`src/rtl/core/lsfc_pkg.sv`:
```
package lsfc_pkg;

    localparam int ROWS      = 12;
    localparam int PLANES    = 3;
    localparam int ROW_BYTES = 6;
    localparam int LEVELS    = 256;

    localparam int ROW_W   = 4;
    localparam int PLANE_W = 2;
    localparam int LEVEL_W = 8;
    localparam int HOLD_W  = 8;
    localparam int OFF_W   = 8;
    localparam int LINE_W  = 5;
    localparam int ACT_W   = 2;
    localparam int CFG_IDX_W  = 3;
    localparam int CFG_DATA_W = 8;

    localparam logic [LEVEL_W-1:0] TIMEOUT_OFF = 8'd255;
    localparam logic [LEVEL_W-1:0] LEVEL_MAX   = LEVEL_W'(LEVELS - 1);
    localparam logic [ROW_W-1:0]   ROW_LAST    = ROW_W'(ROWS - 1);
    localparam logic [PLANE_W-1:0] PLANE_LAST  = PLANE_W'(PLANES - 1);
    localparam int                 PLANE_BYTES = ROWS * ROW_BYTES;

    typedef enum logic [1:0] {
        ACT_REFRESH = 2'd0,
        ACT_SWAP    = 2'd1,
        ACT_BRIGHT  = 2'd2,
        ACT_IDLE    = 2'd3
    } action_t;

    typedef enum logic [1:0] {
        FADE_NONE = 2'd0,
        FADE_OUT  = 2'd1,
        FADE_IN   = 2'd2
    } fade_mode_t;

    typedef enum logic [CFG_IDX_W-1:0] {
        CFG_TIMEOUT    = 3'd0,
        CFG_FADE_IDLE  = 3'd1,
        CFG_END_ACTION = 3'd2,
        CFG_HOLD_LOW   = 3'd3,
        CFG_HOLD_MID   = 3'd4,
        CFG_HOLD_HIGH  = 3'd5
    } cfg_index_t;

    // dithered row order, rows beyond the table map to themselves
    function automatic logic [ROW_W-1:0] dither_row(input logic [ROW_W-1:0] row);
        logic [ROW_W-1:0] y;
        unique case (row)
            4'd0:    y = 4'd7;
            4'd1:    y = 4'd2;
            4'd2:    y = 4'd9;
            4'd3:    y = 4'd0;
            4'd4:    y = 4'd11;
            4'd5:    y = 4'd4;
            4'd6:    y = 4'd6;
            4'd7:    y = 4'd8;
            4'd8:    y = 4'd1;
            4'd9:    y = 4'd10;
            4'd10:   y = 4'd3;
            4'd11:   y = 4'd5;
            default: y = row;
        endcase
        return y;
    endfunction

    // driver line swizzle, selects beyond the table pass through
    function automatic logic [LINE_W-1:0] swizzle_line(input logic [LINE_W-1:0] sel);
        logic [LINE_W-1:0] l;
        unique case (sel)
            5'd0:    l = 5'd11;
            5'd1:    l = 5'd7;
            5'd2:    l = 5'd10;
            5'd3:    l = 5'd6;
            5'd4:    l = 5'd9;
            5'd5:    l = 5'd5;
            5'd6:    l = 5'd8;
            5'd7:    l = 5'd4;
            5'd8:    l = 5'd23;
            5'd9:    l = 5'd3;
            5'd10:   l = 5'd22;
            5'd11:   l = 5'd2;
            5'd12:   l = 5'd21;
            5'd13:   l = 5'd1;
            5'd14:   l = 5'd20;
            5'd15:   l = 5'd0;
            5'd16:   l = 5'd19;
            5'd17:   l = 5'd15;
            5'd18:   l = 5'd18;
            5'd19:   l = 5'd14;
            5'd20:   l = 5'd17;
            5'd21:   l = 5'd13;
            5'd22:   l = 5'd16;
            5'd23:   l = 5'd12;
            default: l = sel;
        endcase
        return l;
    endfunction

endpackage

```
`src/rtl/core/led_scan_fade_controller_top.sv`:
```
// channel  | valid/ready         | tdata (low bit up)                            | side
// ---------+---------------------+-----------------------------------------------+--------------
// input    | s_tvalid/s_tready   | new_brightness[7:0], anim_running[8], 0 pad   | tuser action
// result   | m_tvalid/m_tready   | front, row, half, plane, offset, line, pwm,   | tlast frame
//          |                     | end_action, swap_pending (32 bits)            | end
// config   | cfg_wr_en           | cfg_index, cfg_data                           |
//
// one result per item; the result is registered and appears in the cycle after the item is accepted
// a new item can be taken every cycle while no result is stalled, the scan/fade update is combinational logic
// aresetn is synchronous, active low, and restores all counters and registers except the m_tdata/m_tlast registers
// a stalled result holds in the output register and s_tready drops until taken
module led_scan_fade_controller_top
    import lsfc_pkg::*;
(
    input  logic                  aclk,
    input  logic                  aresetn,
    input  logic                  s_tvalid,
    output logic                  s_tready,
    input  logic [15:0]           s_tdata,   // new_brightness, anim_running
    input  logic [ACT_W-1:0]      s_tuser,   // action
    output logic                  m_tvalid,
    input  logic                  m_tready,
    // front_select, scan_row, half_select, plane_index, segment_offset,
    // drive_line, pwm_level, end_action, swap_pending
    output logic [31:0]           m_tdata,
    output logic                  m_tlast,   // frame_end
    input  logic                  cfg_wr_en,
    input  logic [CFG_IDX_W-1:0]  cfg_index,
    input  logic [CFG_DATA_W-1:0] cfg_data
);

    logic [7:0]         timeout_limit_reg;
    logic               fade_on_idle_reg;
    logic [1:0]         idle_end_action_reg;
    logic [HOLD_W-1:0]  hold_low_reg, hold_mid_reg, hold_high_reg;

    logic [ROW_W-1:0]   row_count_reg, row_count_next;
    logic               half_count_reg, half_count_next;
    logic [PLANE_W-1:0] plane_count_reg, plane_count_next;
    logic [HOLD_W-1:0]  hold_count_reg, hold_count_next;
    logic               front_buf_reg, front_buf_next;
    logic               swap_req_reg, swap_req_next;
    logic               bright_req_reg, bright_req_next;
    logic [LEVEL_W-1:0] bright_level_reg, bright_level_next;
    logic [7:0]         idle_count_reg, idle_count_next;
    logic               idle_armed_reg, idle_armed_next;
    fade_mode_t         fade_mode_reg, fade_mode_next;
    logic [LEVEL_W-1:0] fade_level_reg, fade_level_next;
    logic [LEVEL_W-1:0] drive_level_reg, drive_level_next;

    logic               m_valid_reg;
    logic [31:0]        m_data_reg;
    logic               m_last_reg;

    logic               accept;
    action_t            action;
    logic [LEVEL_W-1:0] new_brightness;
    logic               anim_running;

    logic [ROW_W-1:0]   seg_row;
    logic [LINE_W-1:0]  seg_sel;
    logic [9:0]         seg_off_wide;
    logic [OFF_W-1:0]   seg_off;
    logic [1:0]         end_act;
    logic               frame_end;

    function automatic logic [HOLD_W-1:0] hold_for(
        input logic [PLANE_W-1:0] plane,
        input logic [HOLD_W-1:0]  lo,
        input logic [HOLD_W-1:0]  mid,
        input logic [HOLD_W-1:0]  hi
    );
        logic [HOLD_W-1:0] h;
        priority if (plane == 2'd0) h = lo;
        else if (plane == 2'd1)     h = mid;
        else                        h = hi;
        return h;
    endfunction

    assign s_tready       = aresetn && (!m_valid_reg || m_tready);
    assign accept         = s_tvalid && s_tready;
    assign action         = action_t'(s_tuser);
    assign new_brightness = s_tdata[7:0];
    assign anim_running   = s_tdata[8];

    // segment described by the state before the step
    assign seg_row      = dither_row(row_count_reg);
    assign seg_sel      = {seg_row, half_count_reg};
    assign seg_off_wide = 10'(plane_count_reg) * 10'(PLANE_BYTES)
                        + 10'(seg_row) * 10'(ROW_BYTES)
                        + (half_count_reg ? 10'(ROW_BYTES) : 10'(ROW_BYTES / 2));
    assign seg_off      = seg_off_wide[OFF_W-1:0];

    always_comb begin
        fade_mode_t         mode_mid;
        logic [HOLD_W-1:0]  hold_dec;

        row_count_next    = row_count_reg;
        half_count_next   = half_count_reg;
        plane_count_next  = plane_count_reg;
        hold_count_next   = hold_count_reg;
        front_buf_next    = front_buf_reg;
        swap_req_next     = swap_req_reg;
        bright_req_next   = bright_req_reg;
        bright_level_next = bright_level_reg;
        idle_count_next   = idle_count_reg;
        idle_armed_next   = idle_armed_reg;
        fade_mode_next    = fade_mode_reg;
        fade_level_next   = fade_level_reg;
        drive_level_next  = drive_level_reg;
        end_act           = 2'd0;
        frame_end         = 1'b0;
        mode_mid          = fade_mode_reg;
        hold_dec          = hold_count_reg - 8'd1;

        if (accept) begin
            unique case (action)
                ACT_REFRESH: begin
                    if (!half_count_reg) begin
                        half_count_next = 1'b1;
                        if (row_count_reg == '0) begin
                            row_count_next  = ROW_LAST;
                            hold_count_next = hold_dec;
                            if (hold_dec == '0) begin
                                if (plane_count_reg == '0) begin
                                    plane_count_next = PLANE_LAST;
                                    frame_end        = 1'b1;
                                    // frame-end sequence: swap, brightness, timeout, fade
                                    if (swap_req_reg) begin
                                        swap_req_next  = 1'b0;
                                        front_buf_next = !front_buf_reg;
                                    end
                                    if (bright_req_reg) begin
                                        bright_req_next  = 1'b0;
                                        drive_level_next = bright_level_reg;
                                        idle_count_next  = '0;
                                        fade_level_next  = '0;
                                        fade_mode_next   = FADE_NONE;
                                    end
                                    if (timeout_limit_reg < TIMEOUT_OFF
                                        && fade_mode_next == FADE_NONE
                                        && idle_armed_reg && !anim_running) begin
                                        if (idle_count_next >= timeout_limit_reg) begin
                                            if (fade_on_idle_reg) begin
                                                fade_mode_next  = FADE_OUT;
                                                fade_level_next = bright_level_reg;
                                            end else begin
                                                end_act         = idle_end_action_reg;
                                                idle_count_next = '0;
                                            end
                                            idle_armed_next = 1'b0;
                                        end else begin
                                            idle_count_next = idle_count_next + 8'd1;
                                        end
                                    end
                                    mode_mid = fade_mode_next;
                                    unique case (mode_mid)
                                        FADE_IN: begin
                                            if (fade_level_next >= bright_level_reg) begin
                                                idle_count_next = '0;
                                                fade_mode_next  = FADE_NONE;
                                            end else begin
                                                fade_level_next = fade_level_next + 8'd1;
                                            end
                                            drive_level_next = fade_level_next;
                                        end
                                        FADE_OUT: begin
                                            if (fade_level_next == '0) begin
                                                end_act        = idle_end_action_reg;
                                                fade_mode_next = FADE_IN;
                                            end else begin
                                                fade_level_next = fade_level_next - 8'd1;
                                            end
                                            drive_level_next = fade_level_next;
                                        end
                                        default: ;
                                    endcase
                                end else begin
                                    plane_count_next = plane_count_reg - 2'd1;
                                end
                                hold_count_next = hold_for(plane_count_next, hold_low_reg,
                                                           hold_mid_reg, hold_high_reg);
                            end
                        end else begin
                            row_count_next = row_count_reg - 4'd1;
                        end
                    end else begin
                        half_count_next = 1'b0;
                    end
                end
                ACT_SWAP: swap_req_next = 1'b1;
                ACT_BRIGHT: begin
                    bright_level_next = (new_brightness > LEVEL_MAX) ? LEVEL_MAX
                                                                     : new_brightness;
                    bright_req_next   = 1'b1;
                end
                ACT_IDLE: begin
                    idle_count_next = '0;
                    idle_armed_next = 1'b1;
                end
                default: ;
            endcase
        end
    end

    always_ff @(posedge aclk) begin
        if (!aresetn) begin
            timeout_limit_reg   <= 8'd255;
            fade_on_idle_reg    <= 1'b0;
            idle_end_action_reg <= 2'd0;
            hold_low_reg        <= 8'd1;
            hold_mid_reg        <= 8'd3;
            hold_high_reg       <= 8'd4;
        end else if (cfg_wr_en) begin
            unique case (cfg_index)
                CFG_TIMEOUT:    timeout_limit_reg   <= cfg_data;
                CFG_FADE_IDLE:  fade_on_idle_reg    <= cfg_data[0];
                CFG_END_ACTION: idle_end_action_reg <= cfg_data[1:0];
                CFG_HOLD_LOW:   hold_low_reg        <= cfg_data;
                CFG_HOLD_MID:   hold_mid_reg        <= cfg_data;
                CFG_HOLD_HIGH:  hold_high_reg       <= cfg_data;
                default: ;
            endcase
        end
    end

    always_ff @(posedge aclk) begin
        if (!aresetn) begin
            row_count_reg    <= ROW_LAST;
            half_count_reg   <= 1'b1;
            plane_count_reg  <= PLANE_LAST;
            hold_count_reg   <= hold_for(PLANE_LAST, 8'd1, 8'd3, 8'd4);
            front_buf_reg    <= 1'b0;
            swap_req_reg     <= 1'b0;
            bright_req_reg   <= 1'b0;
            bright_level_reg <= LEVEL_W'(LEVELS / 2);
            idle_count_reg   <= '0;
            idle_armed_reg   <= 1'b0;
            fade_mode_reg    <= FADE_IN;
            fade_level_reg   <= '0;
            drive_level_reg  <= '0;
        end else begin
            row_count_reg    <= row_count_next;
            half_count_reg   <= half_count_next;
            plane_count_reg  <= plane_count_next;
            hold_count_reg   <= hold_count_next;
            front_buf_reg    <= front_buf_next;
            swap_req_reg     <= swap_req_next;
            bright_req_reg   <= bright_req_next;
            bright_level_reg <= bright_level_next;
            idle_count_reg   <= idle_count_next;
            idle_armed_reg   <= idle_armed_next;
            fade_mode_reg    <= fade_mode_next;
            fade_level_reg   <= fade_level_next;
            drive_level_reg  <= drive_level_next;
        end
    end

    always_ff @(posedge aclk) begin
        if (!aresetn) begin
            m_valid_reg <= 1'b0;
        end else if (s_tready) begin
            m_valid_reg <= s_tvalid;
        end
    end

    always_ff @(posedge aclk) begin
        if (accept) begin
            m_data_reg <= {swap_req_next, end_act, drive_level_next, swizzle_line(seg_sel),
                           seg_off, plane_count_reg, half_count_reg, seg_row, front_buf_reg};
            m_last_reg <= frame_end;
        end
    end

    assign m_tvalid = m_valid_reg;
    assign m_tdata  = m_data_reg;
    assign m_tlast  = m_last_reg;

    // a non-refresh item never ends a frame
    assert property (@(posedge aclk) disable iff (!aresetn)
        (accept && action != ACT_REFRESH) |=> (m_tvalid && !m_tlast && m_tdata[30:29] == 2'd0))
        else $error("non-refresh item reported frame end or action");

    // a frame ends only on the left half of the last row of plane 0
    assert property (@(posedge aclk) disable iff (!aresetn)
        (m_tvalid && m_tlast) |-> (m_tdata[7:6] == 2'd0 && !m_tdata[5]))
        else $error("frame end outside last segment");

    // an end action only comes with a frame end
    assert property (@(posedge aclk) disable iff (!aresetn)
        (m_tvalid && m_tdata[30:29] != 2'd0) |-> m_tlast)
        else $error("end action without frame end");

    // every refresh item flips the half
    assert property (@(posedge aclk) disable iff (!aresetn)
        (accept && action == ACT_REFRESH) |=> (half_count_reg != $past(half_count_reg)))
        else $error("half did not toggle on refresh");

endmodule
```
`config.mk`:
```
export PLATFORM = sky130hd
export DESIGN_NAME = led_scan_fade_controller_top
export DESIGN_NICKNAME = d
export VERILOG_FILES = /design/src/rtl/core/lsfc_pkg.sv /design/src/rtl/core/led_scan_fade_controller_top.sv
export SDC_FILE = /design/constraint.sdc
export NUM_CORES = 1
export LEC_CHECK = 0
export ABC_AREA = 1
export BUFFER_PORTS_ARGS = -buffer_cell sky130_fd_sc_hd__buf_2
export CORE_UTILIZATION = 40
export DETAILED_ROUTE_END_ITERATION = 10
export SYNTH_ARGS = -nofsm -noshare
export SYNTH_HDL_FRONTEND = slang
export SYNTH_SLANG_ARGS = --single-unit
```
`constraint.sdc`:
```
create_clock -name aclk -period 8.9 [get_ports aclk]
set_input_delay 2.225 -clock aclk [delete_from_list [all_inputs] [get_ports aclk]]
set_output_delay 2.225 -clock aclk [all_outputs]
set_load 0.05 [all_outputs]
```
==> results.toml <==
[drt]
ant_nets = 0
drt-initial-drc-count = 342
routed_via_density = 5.07
wl_per_cell_um = 13.8
vias = 6400
dr.pass1.iters = 5
drc = 0
drt_wl_total_mm = 17.5

[sta]
tns_ns = 0
relSlewSlack_pct = 31.1
max_freq_mhz = 173
period_minus_slack_ns = 5.78
whs_ns = 0.452
tightest_slew_ns = 1.03
skew_ns = 0.0122
finalSetupViolCount = 0
finalCritPeriodShare_pct = 64.9
hold_viol = 0
rsz0062_at_grt = "false"
drv_slew = 0

[placed_design]
hpwl_mm = 12.6
globalplace.congestion = 0.877
port_buffers = 61

[die]
fp.dieH_um = 136
fp.coreArea_mm2 = 0.0174
die_x_um = 136
start_util_pct = 41.2
io_pins = 69
num_rows = 48
die_area_mm2 = 0.0184

[status]
outcome = "finished clean"

[cells_and_area]
nFillCells = 1769
multiInputGateArea_mm2 = 0.00377
layout-drive-gt1-share_pct = 13.8
area_growth_pct = 15.4
register_area_mm2 = 0.00277
n_antenna_cell = 0
largest_reg_flops = 32
final_nets = 1102

[pwr]
pwr-share-comb_pct = 5.9
pwr-share-clk_pct = 52.4
swShare_pct = 21.9
p_switching_mw = 0.309
internal_power_mw = 1.10
pwr-share-seq_pct = 41.7
leakagePower_nw = 3.85
ir_worst_vdd_mv = 0.129
power.density_mw_per_mm2 = 171
p_total_mw = 1.41

[synth]
synth_cell_types = 48
syn-mean-instance-area_um2 = 7.35
yosysMostFrequentCell = "nand2_1"
yosys_register_bits = 122
yosys.area.top_type = "dfxtp_1"
seq_area_frac_synth_pct = 38.8
syn_nets = 1049
synth_edf_count = 33
yosys-top-cells-count = "nand2_1, inv_1, nor2_1"
ys_warn_count = 0
synth_top_area_share_pct = 24.9
syn-cell-area_mm2 = 0.00715
synth_ff_type = "dfxtp_1"
synth_cells = 973
synthArstFlopShare_pct = 0
synth.area.top_cells = "dfxtp_1, edfxtp_1, nand2_1"

[setup_path]
required_ns = 6.68
end_kind = "primary output"
arrival_ns = 3.55
critPathKind = "in -> out"
start_kind = "input pin"
cp_max_fo = 56

[clocking]
clock_latency_ns = 0.42
post-cts-setup-buffers = 0
post_cts_resized = 0
numCtsBuffers = 17
hold_buffers = 0
clk_pin_slew_worst_paths_ns = 0.06
clk_path_buf_depth = 2
clock-sinks = 122
cts_tree = "done"
cts-root-buf = "clkbuf_16"
h-tree-depth = 4

[global_route]
track_usage_pct = 20.2
antenna_found_initial = 0
grt_pass1_vias = 5781
grt_pass1_wl_mm = 29.2
grt_max_degree = 57
grt_overflow = 0

[run]
max_cap_violations = 0

[worst_hold_path]
hold_class = "reg -> reg"
-- cells in the final DEF (no fill, tap or decap), types with 5 or more instances in the layout --
cell type,instances
nand2_1,209
inv_1,114
nor2_1,104
o21ai_0,96
dfxtp_1,89
a21oi_1,75
buf_2,61
nand3_1,42
ha_1,41
edfxtp_1,33
nand4_1,22
clkbuf_16,19
nand2_2,12
o211ai_1,12
nor3_1,8
nor2_2,7
nor2_4,7
xor2_1,7
xnor2_1,6
inv_2,5
clkinv_1,5
-- path summary, 6_finish.rpt --
check | cells past startpoint | endpoint | slack (ns) | startpoint
worst max register to register | 29 | m_tdata[26]$_DFFE_PP_ | 3.69 | bright_req_reg$_SDFFE_PN0P_
worst min register to register | 2 | hold_low_reg[1]$_SDFFE_PN0P_ | 0.45 | hold_low_reg[1]$_SDFFE_PN0P_
worst min-delay path | 2 | hold_low_reg[1]$_SDFFE_PN0P_ | 0.45 | hold_low_reg[1]$_SDFFE_PN0P_
worst max-delay path | 4 | s_tready | 3.12 | aresetn
-- worst max-delay path: stages --
cell     delay (ns)
buf_2          0.72
nand2_1        0.24
inv_1          0.09
buf_2          0.26
-- cell type report --
type | instances | share of cell area (%)
Inverter | 125 | 5.71
Tap cell | 225 | 3.41
Multi-Input combinational cell | 698 | 45.7
Clock buffer | 25 | 6.52
Timing Repair Buffer | 62 | 3.79
Sequential cell | 122 | 33.6
Clock inverter | 6 | 1.27
-- logic make-up after synthesis --
family | Yosys count | synth area share [%]
buffers and inverters | 153 | 8.61
adder cells (fa/ha/maj) | 42 | 7.45
flip-flops | 122 | 38.8
AND/OR/NAND/NOR | 434 | 27.6
AO/OA/AOI/OAI | 209 | 16.0
XOR/XNOR | 13 | 1.59
-- power groups by stage --
stage	Sequential [mW]	Combinational, mW	Clock, mW
after floorplan	0.615	0.0417	0
after global placement	0.600	0.0833	0
after detailed placement	0.601	0.0839	0
after CTS	0.589	0.0842	0.755
after global routing	0.590	0.0925	0.783
final	0.589	0.0835	0.741
-- per-stage QoR --
step                util, %  area, um2  instances  setup slack (ns)
global placement       43.9       7610       1232              3.11
global route           47.6       8250       1263              3.04
detailed placement     43.9       7610       1232              3.12
finish                 47.6       8250       1263              3.12
floorplan                 -       7150        973              3.50
CTS                    47.6       8250       1263              3.10
-- routing by layer --
| metal | vias up | part of all wire (%) | track usage (%) | wire length [um] |
|---|---|---|---|---|
| met5 | - | 0 | 0 | 0 |
| met3 | 18 | 4.7 | 3.93 | 829 |
| met1 | 2898 | 50 | 28.1 | 8710 |
| li1 | 3325 | - | - | - |
| met4 | 0 | 1.3 | 6.12 | 224 |
| met2 | 159 | 44 | 31.5 | 7690 |
No activity file was read; power rests on OpenSTA's default activity.
